<file path="config.mk">
export PLATFORM = sky130hd
export DESIGN_NAME = three_stacks_shared_memory_core
export DESIGN_NICKNAME = d
export VERILOG_FILES = /design/src/design/tssm_pkg.sv /design/src/design/three_stacks_shared_memory_core.sv /design/src/design/tssm_ctrl.sv /design/src/design/tssm_dpath.sv
export SDC_FILE = /design/constraint.sdc
export NUM_CORES = 1
export LEC_CHECK = 0
export BUFFER_PORTS_ARGS = -buffer_cell sky130_fd_sc_hd__buf_4
export CAP_MARGIN = 20
export CELL_PAD_IN_SITES_DETAIL_PLACEMENT = 2
export CELL_PAD_IN_SITES_GLOBAL_PLACEMENT = 2
export CORE_ASPECT_RATIO = 1.75
export CORE_UTILIZATION = 47
export CTS_CLUSTER_SIZE = 30
export DETAILED_ROUTE_END_ITERATION = 16
export PLACE_DENSITY = 0.85
export SYNTH_ARGS = -nofsm -noshare
export SYNTH_HDL_FRONTEND = slang
export SYNTH_SLANG_ARGS = --single-unit
</file>
<file path="constraint.sdc">
create_clock -name aclk -period 14.95 [get_ports aclk]
set_input_delay 1.495 -clock aclk [delete_from_list [all_inputs] [get_ports aclk]]
set_output_delay 1.495 -clock aclk [all_outputs]
set_load 0.02 [all_outputs]
</file>
<file path="src/design/tssm_pkg.sv">
// Shared constants, codes and control/status types for the three-stack core.
package tssm_pkg;

    localparam int DEPTH  = 16;
    localparam int DATA_W = 32;
    localparam int AW     = $clog2(DEPTH);
    localparam int CNT_W  = $clog2(DEPTH + 1);
    localparam int SW     = CNT_W + 2;

    localparam logic [1:0] REQ_PUSH = 2'd0;
    localparam logic [1:0] REQ_POP  = 2'd1;
    localparam logic [1:0] REQ_PEEK = 2'd2;

    localparam logic [1:0] SEL_LOWER  = 2'd0;
    localparam logic [1:0] SEL_MIDDLE = 2'd1;
    localparam logic [1:0] SEL_UPPER  = 2'd2;
    localparam logic [1:0] SEL_NONE   = 2'd3;

    localparam logic [1:0] STAT_DONE  = 2'd0;
    localparam logic [1:0] STAT_FULL  = 2'd1;
    localparam logic [1:0] STAT_EMPTY = 2'd2;

    typedef enum logic [2:0] {
        ST_IDLE,
        ST_EVAL,
        ST_MV_RD,
        ST_MV_WR,
        ST_READ,
        ST_DONE
    } state_t;

    typedef enum logic [2:0] {
        ACT_NONE,
        ACT_PUSH,
        ACT_POP,
        ACT_PEEK,
        ACT_EMPTY,
        ACT_FULL,
        ACT_IGNORE,
        ACT_MOVE
    } act_t;

    typedef enum logic [1:0] {
        TOP_ZERO,
        TOP_VALUE,
        TOP_MEM
    } top_src_t;

    typedef struct packed {
        logic latch_req;
        act_t act;
        logic rd_top;
        logic mv_rd;
        logic mv_wr;
        logic load_out;
    } ctrl_cmd_t;

    typedef struct packed {
        logic sel_none;
        logic is_push;
        logic is_pop;
        logic fits;
        logic move_ok;
        logic move_trivial;
        logic sel_empty;
        logic mv_last;
    } dp_stat_t;

endpackage

</file>
<file path="src/design/three_stacks_shared_memory_core.sv">
// Top level of the three-stack core: stream ports, sequencer and datapath.
//
// Three stacks share one 16-entry, 32-bit element memory: the lower stack grows
// up from address 0, the upper stack grows down from the top, and the middle
// stack floats between them. Each input beat pushes, pops or peeks one stack;
// each produces exactly one result beat with a status, the new top of the
// selected stack and all three element counts. A push that finds its slot taken
// recenters the middle stack in the free gap; if that still leaves no room the
// push is refused and nothing changes. Requests are handled one at a time. A
// push that fits, a pop or peek on an empty stack and a beat with no stack
// selected need no memory read; a pop or peek on a non-empty stack or a refused
// push adds one memory read for the top, and a push that relocates the middle
// stack first copies each moved element through the element memory, a read and
// then a write per element, before it is decided again. A finished result
// waits in an output register, so the next beat is accepted while it stalls.
module three_stacks_shared_memory_core (
    input  logic        aclk,
    input  logic        aresetn,
    input  logic        s_axis_tvalid,
    output logic        s_axis_tready,
    input  logic [31:0] s_axis_tdata,   // push_value
    input  logic [3:0]  s_axis_tuser,   // req_type[1:0], stack_sel[3:2]
    output logic        m_axis_tvalid,
    input  logic        m_axis_tready,
    output logic [47:0] m_axis_tdata,   // top_value[31:0], lower_count[36:32],
                                        // middle_count[41:37], upper_count[46:42], zero
    output logic [1:0]  m_axis_tuser    // status
);
    import tssm_pkg::*;

    ctrl_cmd_t         cmd;
    dp_stat_t          stat;
    logic [1:0]        status;
    logic [DATA_W-1:0] top_value;
    logic [CNT_W-1:0]  lower_count, middle_count, upper_count;

    tssm_ctrl u_ctrl (
        .aclk          (aclk),
        .aresetn       (aresetn),
        .s_axis_tvalid (s_axis_tvalid),
        .s_axis_tready (s_axis_tready),
        .m_axis_tvalid (m_axis_tvalid),
        .m_axis_tready (m_axis_tready),
        .stat          (stat),
        .cmd           (cmd)
    );

    tssm_dpath u_dpath (
        .aclk             (aclk),
        .aresetn          (aresetn),
        .cmd              (cmd),
        .stat             (stat),
        .in_req_type      (s_axis_tuser[1:0]),
        .in_stack_sel     (s_axis_tuser[3:2]),
        .in_push_value    (s_axis_tdata),
        .out_status       (status),
        .out_top_value    (top_value),
        .out_lower_count  (lower_count),
        .out_middle_count (middle_count),
        .out_upper_count  (upper_count)
    );

    assign m_axis_tdata = {1'b0, upper_count, middle_count, lower_count, top_value};
    assign m_axis_tuser = status;

endmodule

</file>
<file path="src/design/tssm_ctrl.sv">
// Request sequencer: handshakes, decision per request and relocation stepping.
module tssm_ctrl (
    input  logic                  aclk,
    input  logic                  aresetn,
    input  logic                  s_axis_tvalid,
    output logic                  s_axis_tready,
    output logic                  m_axis_tvalid,
    input  logic                  m_axis_tready,
    input  tssm_pkg::dp_stat_t    stat,
    output tssm_pkg::ctrl_cmd_t   cmd
);
    import tssm_pkg::*;

    state_t state_reg, state_next;
    logic   m_valid_reg, m_valid_next;

    always_ff @(posedge aclk) begin
        if (!aresetn) begin
            state_reg   <= ST_IDLE;
            m_valid_reg <= 1'b0;
        end else begin
            state_reg   <= state_next;
            m_valid_reg <= m_valid_next;
        end
    end

    always_comb begin
        state_next    = state_reg;
        s_axis_tready = 1'b0;
        cmd.latch_req = 1'b0;
        cmd.act       = ACT_NONE;
        cmd.rd_top    = 1'b0;
        cmd.mv_rd     = 1'b0;
        cmd.mv_wr     = 1'b0;
        cmd.load_out  = 1'b0;
        case (state_reg)
            ST_IDLE: begin
                s_axis_tready = 1'b1;
                if (s_axis_tvalid) begin
                    cmd.latch_req = 1'b1;
                    state_next    = ST_EVAL;
                end
            end
            ST_EVAL: begin
                if (stat.sel_none) begin
                    cmd.act    = ACT_IGNORE;
                    state_next = ST_DONE;
                end else if (stat.is_push) begin
                    if (stat.fits) begin
                        cmd.act    = ACT_PUSH;
                        state_next = ST_DONE;
                    end else if (stat.move_ok) begin
                        cmd.act    = ACT_MOVE;
                        state_next = stat.move_trivial ? ST_EVAL : ST_MV_RD;
                    end else begin
                        cmd.act    = ACT_FULL;
                        state_next = ST_READ;
                    end
                end else if (stat.sel_empty) begin
                    cmd.act    = ACT_EMPTY;
                    state_next = ST_DONE;
                end else if (stat.is_pop) begin
                    cmd.act    = ACT_POP;
                    state_next = ST_READ;
                end else begin
                    cmd.act    = ACT_PEEK;
                    state_next = ST_READ;
                end
            end
            ST_MV_RD: begin
                cmd.mv_rd  = 1'b1;
                state_next = ST_MV_WR;
            end
            ST_MV_WR: begin
                cmd.mv_wr  = 1'b1;
                state_next = stat.mv_last ? ST_EVAL : ST_MV_RD;
            end
            ST_READ: begin
                cmd.rd_top = 1'b1;
                state_next = ST_DONE;
            end
            ST_DONE: begin
                if (!m_valid_reg || m_axis_tready) begin
                    cmd.load_out = 1'b1;
                    state_next   = ST_IDLE;
                end
            end
            default: begin
                state_next = ST_IDLE;
            end
        endcase
    end

    always_comb begin
        if (cmd.load_out) begin
            m_valid_next = 1'b1;
        end else if (m_axis_tready) begin
            m_valid_next = 1'b0;
        end else begin
            m_valid_next = m_valid_reg;
        end
    end

    assign m_axis_tvalid = m_valid_reg;

endmodule

</file>
<file path="src/design/tssm_dpath.sv">
// Stack pointers, element memory, relocation arithmetic and result register.
module tssm_dpath (
    input  logic                         aclk,
    input  logic                         aresetn,
    input  tssm_pkg::ctrl_cmd_t          cmd,
    output tssm_pkg::dp_stat_t           stat,
    input  logic [1:0]                   in_req_type,
    input  logic [1:0]                   in_stack_sel,
    input  logic [tssm_pkg::DATA_W-1:0]  in_push_value,
    output logic [1:0]                   out_status,
    output logic [tssm_pkg::DATA_W-1:0]  out_top_value,
    output logic [tssm_pkg::CNT_W-1:0]   out_lower_count,
    output logic [tssm_pkg::CNT_W-1:0]   out_middle_count,
    output logic [tssm_pkg::CNT_W-1:0]   out_upper_count
);
    import tssm_pkg::*;

    localparam logic [CNT_W-1:0] DEPTH_C = CNT_W'(DEPTH);

    logic [DATA_W-1:0] mem [DEPTH];

    logic [1:0]        req_type_reg;
    logic [1:0]        stack_sel_reg;
    logic [DATA_W-1:0] value_reg;
    logic [CNT_W-1:0]  lower_reg, middle_reg, upper_reg;
    logic [AW-1:0]     base_reg;
    logic [AW-1:0]     mv_src_reg, mv_dst_reg;
    logic [CNT_W-1:0]  mv_cnt_reg;
    logic              mv_down_reg;
    logic [1:0]        res_status_reg;
    top_src_t          top_src_reg;
    logic [DATA_W-1:0] rdata_reg;
    logic [1:0]        out_status_reg;
    logic [DATA_W-1:0] out_top_reg;
    logic [CNT_W-1:0]  out_lower_reg, out_middle_reg, out_upper_reg;

    logic [CNT_W-1:0]  e_pos;
    logic [CNT_W:0]    mid_end;
    logic [CNT_W:0]    e_ext;
    logic [CNT_W-1:0]  sel_cnt;
    logic signed [SW-1:0] l_s, m_s, e_s, d_s, g_s, nb_s, nb_end_s;
    logic [AW-1:0]     nb;
    logic [AW-1:0]     src_hi, dst_hi;
    logic [AW-1:0]     push_addr, top_addr;
    logic              we, re;
    logic [AW-1:0]     waddr, raddr;
    logic [DATA_W-1:0] wdata;
    logic [DATA_W-1:0] top_final;

    assign e_pos   = DEPTH_C - upper_reg;
    assign mid_end = (CNT_W + 1)'(base_reg) + (CNT_W + 1)'(middle_reg);
    assign e_ext   = (CNT_W + 1)'(e_pos);

    always_comb begin
        case (stack_sel_reg)
            SEL_LOWER:  sel_cnt = lower_reg;
            SEL_MIDDLE: sel_cnt = middle_reg;
            SEL_UPPER:  sel_cnt = upper_reg;
            default:    sel_cnt = '0;
        endcase
    end

    assign l_s      = $signed({2'b00, lower_reg});
    assign m_s      = $signed({2'b00, middle_reg});
    assign e_s      = $signed({2'b00, e_pos});
    assign d_s      = e_s - SW'(1) - l_s;
    assign g_s      = l_s + ((d_s > 0) ? (d_s >>> 1) : SW'(0));
    assign nb_s     = g_s - ((m_s + SW'(1)) >>> 1);
    assign nb_end_s = nb_s + m_s;
    assign nb       = nb_s[AW-1:0];

    assign src_hi = AW'(mid_end - (CNT_W + 1)'(1));
    assign dst_hi = AW'((CNT_W + 1)'(nb) + (CNT_W + 1)'(middle_reg) - (CNT_W + 1)'(1));

    assign stat.sel_none     = (stack_sel_reg == SEL_NONE);
    assign stat.is_push      = (req_type_reg == REQ_PUSH);
    assign stat.is_pop       = (req_type_reg == REQ_POP);
    assign stat.fits         = (stack_sel_reg == SEL_LOWER) ?
                               (lower_reg < CNT_W'(base_reg)) : (mid_end < e_ext);
    assign stat.move_ok      = !(nb_s < l_s || nb_end_s > e_s) &&
                               ((stack_sel_reg == SEL_LOWER) ? (l_s < nb_s) : (nb_end_s < e_s));
    assign stat.move_trivial = (middle_reg == '0) || (nb == base_reg);
    assign stat.sel_empty    = (sel_cnt == '0);
    assign stat.mv_last      = (mv_cnt_reg == CNT_W'(1));

    always_comb begin
        case (stack_sel_reg)
            SEL_LOWER: begin
                push_addr = lower_reg[AW-1:0];
                top_addr  = AW'(lower_reg - CNT_W'(1));
            end
            SEL_MIDDLE: begin
                push_addr = mid_end[AW-1:0];
                top_addr  = src_hi;
            end
            default: begin
                push_addr = AW'(e_pos - CNT_W'(1));
                top_addr  = e_pos[AW-1:0];
            end
        endcase
    end

    assign we    = (cmd.act == ACT_PUSH) || cmd.mv_wr;
    assign waddr = cmd.mv_wr ? mv_dst_reg : push_addr;
    assign wdata = cmd.mv_wr ? rdata_reg : value_reg;
    assign re    = cmd.rd_top || cmd.mv_rd;
    assign raddr = cmd.mv_rd ? mv_src_reg : top_addr;

    always_ff @(posedge aclk) begin
        if (we) begin
            mem[waddr] <= wdata;
        end
        if (re) begin
            rdata_reg <= mem[raddr];
        end
    end

    always_ff @(posedge aclk) begin
        if (!aresetn) begin
            lower_reg  <= '0;
            middle_reg <= '0;
            upper_reg  <= '0;
            base_reg   <= AW'(DEPTH / 2);
        end else begin
            case (cmd.act)
                ACT_PUSH: begin
                    case (stack_sel_reg)
                        SEL_LOWER:  lower_reg  <= lower_reg + CNT_W'(1);
                        SEL_MIDDLE: middle_reg <= middle_reg + CNT_W'(1);
                        default:    upper_reg  <= upper_reg + CNT_W'(1);
                    endcase
                end
                ACT_POP: begin
                    case (stack_sel_reg)
                        SEL_LOWER:  lower_reg  <= lower_reg - CNT_W'(1);
                        SEL_MIDDLE: middle_reg <= middle_reg - CNT_W'(1);
                        default:    upper_reg  <= upper_reg - CNT_W'(1);
                    endcase
                end
                ACT_MOVE: begin
                    base_reg <= nb;
                end
                default: begin
                end
            endcase
        end
    end

    always_ff @(posedge aclk) begin
        if (cmd.latch_req) begin
            req_type_reg  <= in_req_type;
            stack_sel_reg <= in_stack_sel;
            value_reg     <= in_push_value;
        end
        if (cmd.act == ACT_MOVE) begin
            mv_down_reg <= (nb > base_reg);
            mv_cnt_reg  <= middle_reg;
            mv_src_reg  <= (nb > base_reg) ? src_hi : base_reg;
            mv_dst_reg  <= (nb > base_reg) ? dst_hi : nb;
        end else if (cmd.mv_wr) begin
            mv_cnt_reg <= mv_cnt_reg - CNT_W'(1);
            if (mv_down_reg) begin
                mv_src_reg <= mv_src_reg - AW'(1);
                mv_dst_reg <= mv_dst_reg - AW'(1);
            end else begin
                mv_src_reg <= mv_src_reg + AW'(1);
                mv_dst_reg <= mv_dst_reg + AW'(1);
            end
        end
        case (cmd.act)
            ACT_PUSH: begin
                res_status_reg <= STAT_DONE;
                top_src_reg    <= TOP_VALUE;
            end
            ACT_POP, ACT_PEEK: begin
                res_status_reg <= STAT_DONE;
                top_src_reg    <= TOP_MEM;
            end
            ACT_EMPTY: begin
                res_status_reg <= STAT_EMPTY;
                top_src_reg    <= TOP_ZERO;
            end
            ACT_FULL: begin
                res_status_reg <= STAT_FULL;
                top_src_reg    <= TOP_MEM;
            end
            ACT_IGNORE: begin
                res_status_reg <= STAT_DONE;
                top_src_reg    <= TOP_ZERO;
            end
            default: begin
            end
        endcase
    end

    always_comb begin
        case (top_src_reg)
            TOP_VALUE: top_final = value_reg;
            TOP_MEM:   top_final = (sel_cnt != '0) ? rdata_reg : '0;
            default:   top_final = '0;
        endcase
    end

    always_ff @(posedge aclk) begin
        if (cmd.load_out) begin
            out_status_reg <= res_status_reg;
            out_top_reg    <= top_final;
            out_lower_reg  <= lower_reg;
            out_middle_reg <= middle_reg;
            out_upper_reg  <= upper_reg;
        end
    end

    assign out_status       = out_status_reg;
    assign out_top_value    = out_top_reg;
    assign out_lower_count  = out_lower_reg;
    assign out_middle_count = out_middle_reg;
    assign out_upper_count  = out_upper_reg;

endmodule

</file>
# ---- Word-level counts from Yosys, hierarchy flattened
# Memory sizes are Yosys's and may differ from the RTL's. A register that Yosys moved wholly into a read port is not among the register bits.
# Index checks and enable logic that the tools add are counted.
dict set report op_classes {
  reduce_logical 27
  addsub 23
  n_lt_le_gt_ge 8
  n_mux 61
  eq_ne 28
}
# operator n
set op_table {}
lappend op_table {{two-way mux 32 bit} 2}
lappend op_table {{one-hot mux 32 bit (2 select lines)} 1}
lappend op_table {{two-way mux 4 bit} 10}
lappend op_table {{two-way mux 5 bit} 8}
lappend op_table {{two-way mux 3 bit} 11}
lappend op_table {{one-hot mux 5 bit (2 select lines)} 3}
lappend op_table {{subtractor 4 x 1 -> 4 bit, second input constant} 5}
lappend op_table {{subtractor 5 x 1 -> 5 bit, second input constant} 4}
lappend op_table {{equality test 3 bit, second input constant} 6}
lappend op_table {{one-hot mux 3 bit (6 select lines)} 1}
lappend op_table {{two-way mux 1 bit} 16}
lappend op_table {{one-hot mux 4 bit (2 select lines)} 2}
lappend op_table {{adder 5 x 1 -> 5 bit, second input constant} 3}
lappend op_table {{one-hot mux 5 bit (3 select lines)} 1}
lappend op_table {{< comparator 7 x 6 -> 1 bit} 2}
lappend op_table {{equality test 3 x 2 -> 1 bit, second input constant} 4}
lappend op_table {{one-hot mux 2 bit (3 select lines)} 2}
lappend op_table {{logical NOT 5 bit} 2}
lappend op_table {{!= test 2 bit, second input constant} 5}
lappend op_table {{AND reduction 3 bit} 3}
lappend op_table {{adder 4 x 1 -> 4 bit, second input constant} 2}
lappend op_table {{adder 6 x 7 -> 7 bit} 1}
lappend op_table {{adder 7 x 6 -> 7 bit} 1}
lappend op_table {{greater-than comparator 7 x 1 -> 1 bit, second input constant} 1}
lappend op_table {{32 further kinds} 51}
dict set report word_totals {
  ramBits 512
  out_inout_bits 52
  inputBits 40
  mem_count 1
  regBits 126
  word_cells 168
}
# name words width read_ports rd_clocked_by_memory_dff write_ports line
set memory_table {}
lappend memory_table {u_dpath.mem 16 32 1 1 1 tssm_dpath.sv:20} ;# logic [DATA_W-1:0] mem [DEPTH];

# ---- Longest topological paths before layout
# Gate-level depths: netlist of the first run.
dict set report logic_depth {
  ltp_word 21
  ltp_mapped 33
}

# ---- Modules after synthesis
# Synthesis of the first run repeated with hierarchy kept, for this count alone.
dict set report unflattened {
  cells_unflattened 1970
  hier_area_um2 28568.6
}
# mod n_inst area_per_inst_um2 cells_per_inst seq_area_each_um2
set modules_own_cells {}
lappend modules_own_cells {tssm_dpath 1 28213.3 1922 19809.0}
lappend modules_own_cells {tssm_ctrl 1 344.1 46 80.1}
lappend modules_own_cells {three_stacks_shared_memory_core 1 11.3 2 0.0}

# ---- Worst setup path before layout of the first run
# OpenSTA, ideal clock, no wires.
dict set report synth_timing {
  path_type {register -> register}
  from {register u_dpath.upper_reg[0]}
  to {register u_dpath.mv_cnt_reg[0] (enable)}
  required_ns 14.585
  arrival_ns 6.747
  path_slack_ns 7.838
  period_less_slack_ns 7.112
  path_stages_with_launch 31
  cell_sequence {dfxtp_1 -> buf_2 -> inv_1 -> ha_1 -> mux2_2 -> nor2_1 -> o21ai_0 -> xor2_1 -> ha_1 -> a21oi_1 -> inv_1 -> a21oi_1 -> a41oi_1 -> nand2_1 -> fa_1 -> fa_1 -> xnor2_1 -> inv_1 -> ha_1 -> nor2b_1 -> o21ai_0 -> a21boi_0 -> nor2_1 -> ha_1 -> inv_1 -> a31oi_1 -> o311ai_0 -> nand4bb_1 -> a211oi_2 -> buf_2 -> nand2b_1}
}
dict set report synth_via {
  elab_chain_len 19
  word_cells_on_any_way 28
}
# item line
set synth_rtl {}
lappend synth_rtl {{start, declared} tssm_dpath.sv:25} ;# logic [CNT_W-1:0] lower_reg, middle_reg, upper_reg;
lappend synth_rtl {{start signal, assigned} tssm_dpath.sv:130} ;# default: upper_reg <= upper_reg + CNT_W'(1);
lappend synth_rtl {{start signal, assigned} tssm_dpath.sv:137} ;# default: upper_reg <= upper_reg - CNT_W'(1);
lappend synth_rtl {{subtractor 5 bit *} tssm_dpath.sv:50} ;# assign e_pos = DEPTH_C - upper_reg;
lappend synth_rtl {{subtractor 5 x 1 -> 6 bit *} tssm_dpath.sv:66} ;# assign d_s = e_s - SW'(1) - l_s;
lappend synth_rtl {{subtractor 6 x 6 -> 7 bit *} tssm_dpath.sv:66}
lappend synth_rtl {{greater-than comparator 7 x 1 -> 1 bit} tssm_dpath.sv:67} ;# assign g_s = l_s + ((d_s > 0) ? (d_s >>> 1) : SW'(0));
lappend synth_rtl {{two-way mux 7 bit *} tssm_dpath.sv:67}
lappend synth_rtl {{adder 6 x 7 -> 7 bit *} tssm_dpath.sv:67}
lappend synth_rtl {{subtractor 7 x 6 -> 7 bit *} tssm_dpath.sv:68} ;# assign nb_s = g_s - ((m_s + SW'(1)) >>> 1);
lappend synth_rtl {{via u_dpath.nb_s[2]} tssm_dpath.sv:41} ;# logic signed [SW-1:0] l_s, m_s, e_s, d_s, g_s, nb_s, nb_end_s;
lappend synth_rtl {{[4 not listed]} n/a}
lappend synth_rtl {{logical AND 1 bit *} tssm_dpath.sv:80} ;# assign stat.move_ok = !(nb_s < l_s || nb_end_s > e_s) &&
lappend synth_rtl {{two-way mux 2 bit *} tssm_ctrl.sv:52} ;# end else if (stat.move_ok) begin
lappend synth_rtl {{two-way mux 3 bit *} tssm_ctrl.sv:49} ;# if (stat.fits) begin
lappend synth_rtl {{two-way mux 3 bit *} tssm_ctrl.sv:48} ;# end else if (stat.is_push) begin
lappend synth_rtl {{two-way mux 3 bit *} tssm_ctrl.sv:45} ;# if (stat.sel_none) begin
lappend synth_rtl {{two-way mux 3 bit *} tssm_ctrl.sv:36} ;# case (state_reg)
lappend synth_rtl {{equality test 3 bit *} tssm_dpath.sv:155} ;# if (cmd.act == ACT_MOVE) begin
lappend synth_rtl {{nonzero test 2 bit (no source line) *} n/a}
lappend synth_rtl {{end signal, assigned} tssm_dpath.sv:157} ;# mv_cnt_reg <= middle_reg;
lappend synth_rtl {{end signal, assigned} tssm_dpath.sv:161} ;# mv_cnt_reg <= mv_cnt_reg - CNT_W'(1);
lappend synth_rtl {{end, declared} tssm_dpath.sv:28} ;# logic [CNT_W-1:0] mv_cnt_reg;
# The timed path passes the listed nets; every way through them passes the cells marked *.
# A chain may end at the register's enable or synchronous reset.

# ---- Worst setup path in the final report of the first run
dict set report layout_timing {
  from {register u_dpath.upper_reg[0]}
  to {register u_dpath.mv_dst_reg[0] (enable)}
}
dict set report layout_via {
  elab_chain_len 19
  word_cells_on_any_way 28
}
# item line
set layout_rtl {}
lappend layout_rtl {{subtractor 5 bit *} tssm_dpath.sv:50}
lappend layout_rtl {{subtractor 5 x 1 -> 6 bit *} tssm_dpath.sv:66}
lappend layout_rtl {{subtractor 6 x 6 -> 7 bit *} tssm_dpath.sv:66}
lappend layout_rtl {{greater-than comparator 7 x 1 -> 1 bit} tssm_dpath.sv:67}
lappend layout_rtl {{two-way mux 7 bit *} tssm_dpath.sv:67}
lappend layout_rtl {{adder 6 x 7 -> 7 bit *} tssm_dpath.sv:67}
lappend layout_rtl {{subtractor 7 x 6 -> 7 bit *} tssm_dpath.sv:68}
lappend layout_rtl {{via u_dpath.nb_s[2]} tssm_dpath.sv:41}
lappend layout_rtl {{[4 not listed]} n/a}
lappend layout_rtl {{logical AND 1 bit *} tssm_dpath.sv:80}
lappend layout_rtl {{two-way mux 2 bit *} tssm_ctrl.sv:52}
lappend layout_rtl {{two-way mux 3 bit *} tssm_ctrl.sv:49}
lappend layout_rtl {{two-way mux 3 bit *} tssm_ctrl.sv:48}
lappend layout_rtl {{two-way mux 3 bit *} tssm_ctrl.sv:45}
lappend layout_rtl {{two-way mux 3 bit *} tssm_ctrl.sv:36}
lappend layout_rtl {{equality test 3 bit *} tssm_dpath.sv:155}
lappend layout_rtl {{nonzero test 2 bit (no source line) *} n/a}
lappend layout_rtl {{end signal, assigned} tssm_dpath.sv:159} ;# mv_dst_reg <= (nb > base_reg) ? dst_hi : nb;
lappend layout_rtl {{end signal, assigned} tssm_dpath.sv:164} ;# mv_dst_reg <= mv_dst_reg - AW'(1);
lappend layout_rtl {{end signal, assigned} tssm_dpath.sv:167} ;# mv_dst_reg <= mv_dst_reg + AW'(1);
lappend layout_rtl {{end, declared} tssm_dpath.sv:27} ;# logic [AW-1:0] mv_src_reg, mv_dst_reg;
# Marks and branches as above.

==> results of run 1 <==
per-layer routing:
metal,track usage (%),vias up,wire (µm)
met5,0,-,0
met4,23.9,0,8020
met3,4.33,360,5860
met2,63.0,959,56600
met1,39.3,10600,38600
li1,-,8455,-
worst register-to-register path: cells and delay by family (launching register included):
family,cells,cell delay (ns)
AND/OR/NAND/NOR,6,1.36
AO/OA/AOI/OAI,9,1.79
buffers and inverters,5,0.85
adder cells (fa/ha/maj),6,2.48
multiplexers,1,0.30
XOR/XNOR,2,0.69
flip-flops,1,0.64
cell families (layout without fill, tap and decap cells):
family,after synthesis,after routing
and+or+nand+nor,1016,1016
DFF,670,670
AOI/OAI and AO/OA,234,234
buffers and inverters,182,305
adders and majority gates,80,80
muxes,65,65
xor gates and xnor gates,43,43
other,2,2
final timing paths:
| kind | start | end | slack [ns] |
|---|---|---|---|
| setup / recovery | u_dpath.upper_reg[0]$_SDFFE_PN0P_ | u_dpath.mv_dst_reg[0]$_DFFE_PP_ | 6.47 |
| hold / removal | u_dpath.lower_reg[4]$_SDFFE_PN0P_ | u_dpath.lower_reg[4]$_SDFFE_PN0P_ | 0.54 |
| setup reg to reg | u_dpath.upper_reg[0]$_SDFFE_PN0P_ | u_dpath.mv_dst_reg[0]$_DFFE_PP_ | 6.47 |
| hold reg to reg | u_dpath.lower_reg[4]$_SDFFE_PN0P_ | u_dpath.lower_reg[4]$_SDFFE_PN0P_ | 0.54 |
stage by stage:
step / hold WS (ns) / utilization (%) / power, µW / setup WS [ns] / instance area (µm²)
floorplan: 0.400 / - / 2750 / 7.84 / 28800
global placement: 0.499 / 50.5 / 3000 / 6.85 / 30400
detailed placement: 0.522 / 50.5 / 3080 / 6.58 / 30400
CTS: 0.541 / 54.2 / 4890 / 6.50 / 32700
global route: 0.552 / 54.3 / 5010 / 6.00 / 32700
finish: 0.544 / 54.3 / 4890 / 6.47 / 32700
cells in the final DEF, fill, tap and decap left out, types with 23 or more instances in the layout:
cell type,Yosys,final
a21oi_1,41,39
a22oi_1,32,32
a32oi_1,35,35
buf_4,4,126
clkbuf_16,0,61
dfxtp_1,23,23
edfxtp_1,647,647
ha_1,67,66
inv_1,62,62
mux2i_1,59,59
nand2_1,580,580
nand3_1,195,194
nand4_1,67,67
nor2_1,103,80
nor2_4,0,23
o21ai_0,51,51
xnor2_1,29,29
power groups by stage:
stage               clock network (µW)  logic [µW]  registers (µW)
floorplan                            0         537            2210
global placement                     0         793            2210
detailed placement                   0         863            2220
CTS                               1820         885            2180
global route                      1870         963            2180
finish                            1810         905            2180
final cells by class:
cell class	count	area (µm²)
multi-input cells	1440	8360
clock inverters	44	671
clock buffers	67	1590
well taps	786	983
repair buffers	131	1020
flip-flops and latches	670	19900
inverters	63	236
fillers	5612	27600
==> qor.txt, run 1 <==
source-to-sink clock delay at the later pin of the worst-skew pair -> 0.65 ns
setup total negative slack -> 0 ns
register with the most flip-flops -> u_dpath.mem
post-DR wirelength/cell -> 34.1 µm
top post-synthesis cells by count -> edfxtp_1, nand2_1, nand3_1
post-layout net count -> 2485
compound-gate portion of the synthesized area -> 5.49%
final-report max-slew violation count -> 0
via count of the first global-routing pass -> 22600
share of post-route cells with drive strength above 1 -> 11.8%
vertical die dimension -> 329 µm
sequential share of power -> 44.5%
router iterations before antenna repair -> 5
P&R area growth vs syn -> 13.8%
maximum fanout count along the critical path -> 26
Initial Utilization -> 47.7%
H-tree depth -> 2
clock-pin slew on the worst setup and hold paths -> 0.08 ns
Hold Path Cell Cnt -> 2
fraction of synthesis flops using an asynchronous set or reset pin -> 0%
combinational group share of total power -> 18.5%
family of cells with the greatest summed delay on the critical path -> adder cells
initial antenna violation count -> 0
flip-flop count of the largest register, all copies and words added -> 512
leading area contributor after synthesis -> edfxtp_1
data arrival at the endpoint of the critical path -> 8.77 ns
RSZ-0062 raised after global routing -> false
Antenna Diode Count -> 0
placeable core region -> 60300 µm²
count of buffers inserted at the top-level ports -> 90
DRC violations left -> 0
standard cell with the maximum stage delay on the critical path -> dfxtp_1
number of maximum-capacitance constraint violations -> 0
kind of path behind the tightest hold check -> reg -> reg
EDFF count, synth -> 647
total global routing overflow -> 0
TritonCTS Buffers -> 59
Net Count, Synth -> 2412
share of the synthesized area in the top cell type -> 67.5%
pin count of the biggest net entering global routing -> 210
Die Width -> 189 µm
time the final worst path needs with I/O delays and setup -> 8.48 ns
kind of critical path -> reg -> reg
largest family of logic cells by synthesized area -> simple AND/OR/NAND/NOR gates
run status -> complete, no violations
Setup-failing EPs final -> 0
slew at the pin closest to its max-slew limit -> 1.18 ns
vias after detailed routing -> 20400
fin cells -> 3201
routability-driven placement congestion ratio -> 0.968
Total Wirelength -> 109 mm
wire length of the first global-routing pass -> 157 mm
net switching power -> 1440 µW
vias per inst -> 6.36
global-route usage over all layers -> 35.3%
Yosys reg bits -> 670
Crit. path cell count -> 29
total power per unit cell area -> 149 nW/µm²
startpoint types -> flip-flop
most common cell in the synthesized netlist -> edfxtp_1
depth of the worst register-to-register path -> 29
critical path capture point type -> flip-flop
cell count after placement -> 3087
portion of total power attributed to the clock network -> 37.0%
Most used DFF post-synth -> edfxtp_1
sequential fraction of the synthesis area -> 69.1%
total standard cell area after synthesis -> 28800 µm²
full die area -> 62300 µm²
worst slew slack as a fraction of its limit -> 20.0%
Pint -> 3450 µW
count of different cell masters after synthesis -> 70
net switching share of the total power -> 29.5%
syn avg cell area -> 12.6 µm²
number of instances in the synthesized netlist -> 2292
clock skew -> 0.0298 ns
area share of and/or/nand/nor cells after synthesis -> 15.4%
antenna-violating nets left -> 0
maximum clock frequency -> 118 MHz
crit path buf inv count -> 5
TritonCTS clock tree -> yes
Starting DRT DRC Count -> 1598
cells taking the most area after synthesis -> edfxtp_1, nand2_1, nand3_1
leakage -> 0.0117 µW
share of synthesized area spent on multiplexers -> 2.30%
root buffer cell -> clkbuf_16
period utilization -> 56.7%
xor-xnor portion of the synthesized cell area -> 1.31%
Final Hold Violating Endpoints -> 0
CP peak stage delay -> 0.64 ns
peak supply drop -> 0.000165 V
clock buffer depth -> 3
PostCTS Resize Cnt -> 0
required time at the worst-slack endpoint -> 15.24 ns
clock net sink count -> 670
number of top-level pins -> 92
Post-CTS Hold Fix Bufs -> 0
post-synthesis share of cell area spent on full adders, half adders and majority gates -> 3.82%
number of synthesis warnings -> 0
HPWL after DPL -> 62.1 mm
number of cell rows -> 119
buffers inserted by post-CTS timing repair -> 0
Note: power is estimated with default switching activity, not from simulation.
==> run 2: changes to the inputs <==
--- a/config.mk
+++ b/config.mk
@@ -5,15 +5,16 @@
 export SDC_FILE = /design/constraint.sdc
 export NUM_CORES = 1
 export LEC_CHECK = 0
+export ABC_AREA = 1
 export BUFFER_PORTS_ARGS = -buffer_cell sky130_fd_sc_hd__buf_4
 export CAP_MARGIN = 20
 export CELL_PAD_IN_SITES_DETAIL_PLACEMENT = 2
 export CELL_PAD_IN_SITES_GLOBAL_PLACEMENT = 2
 export CORE_ASPECT_RATIO = 1.75
-export CORE_UTILIZATION = 47
+export CORE_UTILIZATION = 43
 export CTS_CLUSTER_SIZE = 30
 export DETAILED_ROUTE_END_ITERATION = 16
-export PLACE_DENSITY = 0.85
+export PLACE_DENSITY = 0.8
 export SYNTH_ARGS = -nofsm -noshare
 export SYNTH_HDL_FRONTEND = slang
 export SYNTH_SLANG_ARGS = --single-unit
==> constraint.sdc (replaced) <==
create_clock -name aclk -period 8.7 [get_ports aclk]
set_input_delay 0.87 -clock aclk [delete_from_list [all_inputs] [get_ports aclk]]
set_output_delay 0.87 -clock aclk [all_outputs]
set_load 0.02 [all_outputs]
==> qor.txt, run 2 <==
run status -> complete, no violations
standard cell with the maximum stage delay on the critical path -> fa_1
EDFF count, synth -> 647
Yosys reg bits -> 670
flip-flop count of the largest register, all copies and words added -> 512
most common cell in the synthesized netlist -> edfxtp_1
metal2 WL -> 56.1 mm
final-report max-slew violation count -> 0
cells taking the most area after synthesis -> edfxtp_1, o21ai_0, nand2_1
kind of path behind the tightest hold check -> in -> reg
maximum fanout count along the critical path -> 15
fin cells -> 3470
vias after detailed routing -> 20500
time the final worst path needs with I/O delays and setup -> 8.05 ns
initial antenna violation count -> 9
clock buffer depth -> 3
number of instances in the synthesized netlist -> 2452
number of maximum-capacitance constraint violations -> 0
RSZ-0062 raised after global routing -> false
required time at the worst-slack endpoint -> 9.26 ns
Most used DFF post-synth -> edfxtp_1
count of buffers inserted at the top-level ports -> 90
met1 layer wirelength in the final routing -> 38.0 mm
share of the synthesized area in the top cell type -> 66.4%
number of cell rows -> 126
total standard cell area after synthesis -> 29300 µm²
count of different cell masters after synthesis -> 54
syn avg cell area -> 11.9 µm²
slew at the pin closest to its max-slew limit -> 1.16 ns
Setup-failing EPs final -> 0
total global routing overflow -> 0
clock skew -> 0.0353 ns
source-to-sink clock delay at the later pin of the worst-skew pair -> 0.67 ns
sequential fraction of the synthesis area -> 68.0%
root buffer cell -> clkbuf_16
via count of the first global-routing pass -> 22900
P&R area growth vs syn -> 13.0%
top post-synthesis cells by count -> edfxtp_1, nand2_1, o21ai_0
critical path capture point type -> flip-flop
Starting DRT DRC Count -> 1265
Initial Utilization -> 43.5%
TritonCTS Buffers -> 60
kind of critical path -> reg -> reg
most frequent cells in the layout -> edfxtp_1, nand2_1, o21ai_0
pin count of the biggest net entering global routing -> 182
router iterations before antenna repair -> 5
Net Count, Synth -> 2572
Worst path most repeated cell -> nand2_1
CP peak stage delay -> 0.58 ns
total power per unit cell area -> 330 nW/µm²
routability-driven placement congestion ratio -> 0.944
register with the most flip-flops -> u_dpath.mem
placeable core region -> 67300 µm²
Worst setup startpoint -> u_dpath.upper_reg[1]$_SDFFE_PN0P_
worst slew slack as a fraction of its limit -> 22.4%
peak supply drop -> 0.000309 V
most common library cell in the layout ignoring fill and taps -> edfxtp_1
vias per inst -> 5.92
fraction of synthesis flops using an asynchronous set or reset pin -> 0%
wire length of the first global-routing pass -> 156 mm
Final Hold Slack -> 0.380 ns
Post-CTS Hold Fix Bufs -> 0
HPWL after DPL -> 69.1 mm
cell count after placement -> 3356
number of synthesis warnings -> 0
TritonCTS clock tree -> yes
period utilization -> 92.5%
post-DR wirelength/cell -> 30.6 µm
global-route usage over all layers -> 31.3%
clock-pin slew on the worst setup and hold paths -> 0.07 ns
leakage -> 0.0118 µW
post-layout net count -> 2643
H-tree depth -> 2
full die area -> 69100 µm²
worst min-delay path startpoint -> s_axis_tdata[6]
setup total negative slack -> 0 ns
clock net sink count -> 670
antenna-violating nets left -> 0
amount of wire on met3 after detailed routing -> 5.01 mm
Crit Reg-Reg Startpoint -> u_dpath.upper_reg[1]$_SDFFE_PN0P_
maximum clock frequency -> 124 MHz
uppermost routed layer -> met5
Die Width -> 199 µm
Total Wirelength -> 106 mm
vertical die dimension -> 347 µm
share of post-route cells with drive strength above 1 -> 10.4%
Final Hold Violating Endpoints -> 0
DRC violations left -> 0
startpoint types -> flip-flop
number of top-level pins -> 92
data arrival at the endpoint of the critical path -> 8.60 ns
leading area contributor after synthesis -> edfxtp_1
-- run 2: final cells by class --
cell class                      instances  area [µm²]
Inverter                              180         683
Tap cell                              896        1120
Antenna cell                            8        20.0
Sequential cell                       670       19900
Multi-Input combinational cell       1473        8270
Clock inverter                         27         224
Timing Repair Buffer                  138        1250
Clock buffer                           78        1610
Fill cell                            6604       34300
-- run 2: what timing repair did --
item                       in CTS  in global routing
setup buffers                   0                  0
resized for setup               0                  6
setup endpoints to repair       0                376
-- run 2: kinds of logic (layout without fill, tap and decap cells) --
| kind of cell | Yosys count | in the layout | share of synthesized area, % |
|---|---|---|---|
| and+or+nand+nor | 683 | 683 | 9.38 |
| DFF | 670 | 670 | 68.0 |
| AOI/OAI and AO/OA | 665 | 665 | 13.2 |
| buffers and inverters | 309 | 423 | 4.38 |
| adders and majority gates | 80 | 80 | 3.75 |
| xor gates and xnor gates | 40 | 40 | 1.20 |
| muxes | 3 | 3 | 0.103 |
| other | 2 | 10 | 0.0257 |
-- run 2: through the flow --
stage | cell area (µm²) | setup slack, ns | power (µW) | utilization, %
6_report | 33100 | 0.653 | 10900 | 49.1
3_5_place_dp | 31200 | 0.502 | 8170 | 46.3
2_1_floorplan | 29300 | 1.00 | 6650 | -
4_1_cts | 33000 | 0.363 | 10800 | 49.0
5_1_grt | 33100 | 0.0369 | 11600 | 49.1
3_3_place_gp | 31200 | 0.890 | 7900 | 46.3
-- run 2: final timing paths --
path	end	slack (ns)	cells past startpoint
setup / recovery	u_dpath.middle_reg[4]$_SDFFE_PN0P_	0.65	44
setup reg to reg	u_dpath.middle_reg[4]$_SDFFE_PN0P_	0.65	44
hold reg to reg	u_dpath.out_status[1]$_DFFE_PP_	0.43	0
hold / removal	u_dpath.value_reg[6]$_DFFE_PP_	0.38	1
-- run 2: routing by layer --
metal  GRT usage (%)  up-vias
met5               0        -
met4            19.9        2
met3            5.76      283
met2            55.5      655
met1            33.7    10700
li1                -     8940
-- run 2: report_power, final --
group | switching [µW] | internal [µW]
Combinational | 3140 | 1430
Clock | 1220 | 1390
Sequential | 52.3 | 3700
-- run 2: worst max-delay path, delay by kind of cell, from the launching register on --
family / cells / cell delay (ns)
AO/OA/AOI/OAI: 7 / 1.24
XOR/XNOR: 3 / 0.57
buffers and inverters: 6 / 0.78
adder cells (fa/ha/maj): 7 / 2.76
flip-flops: 1 / 0.44
AND/OR/NAND/NOR: 21 / 2.10
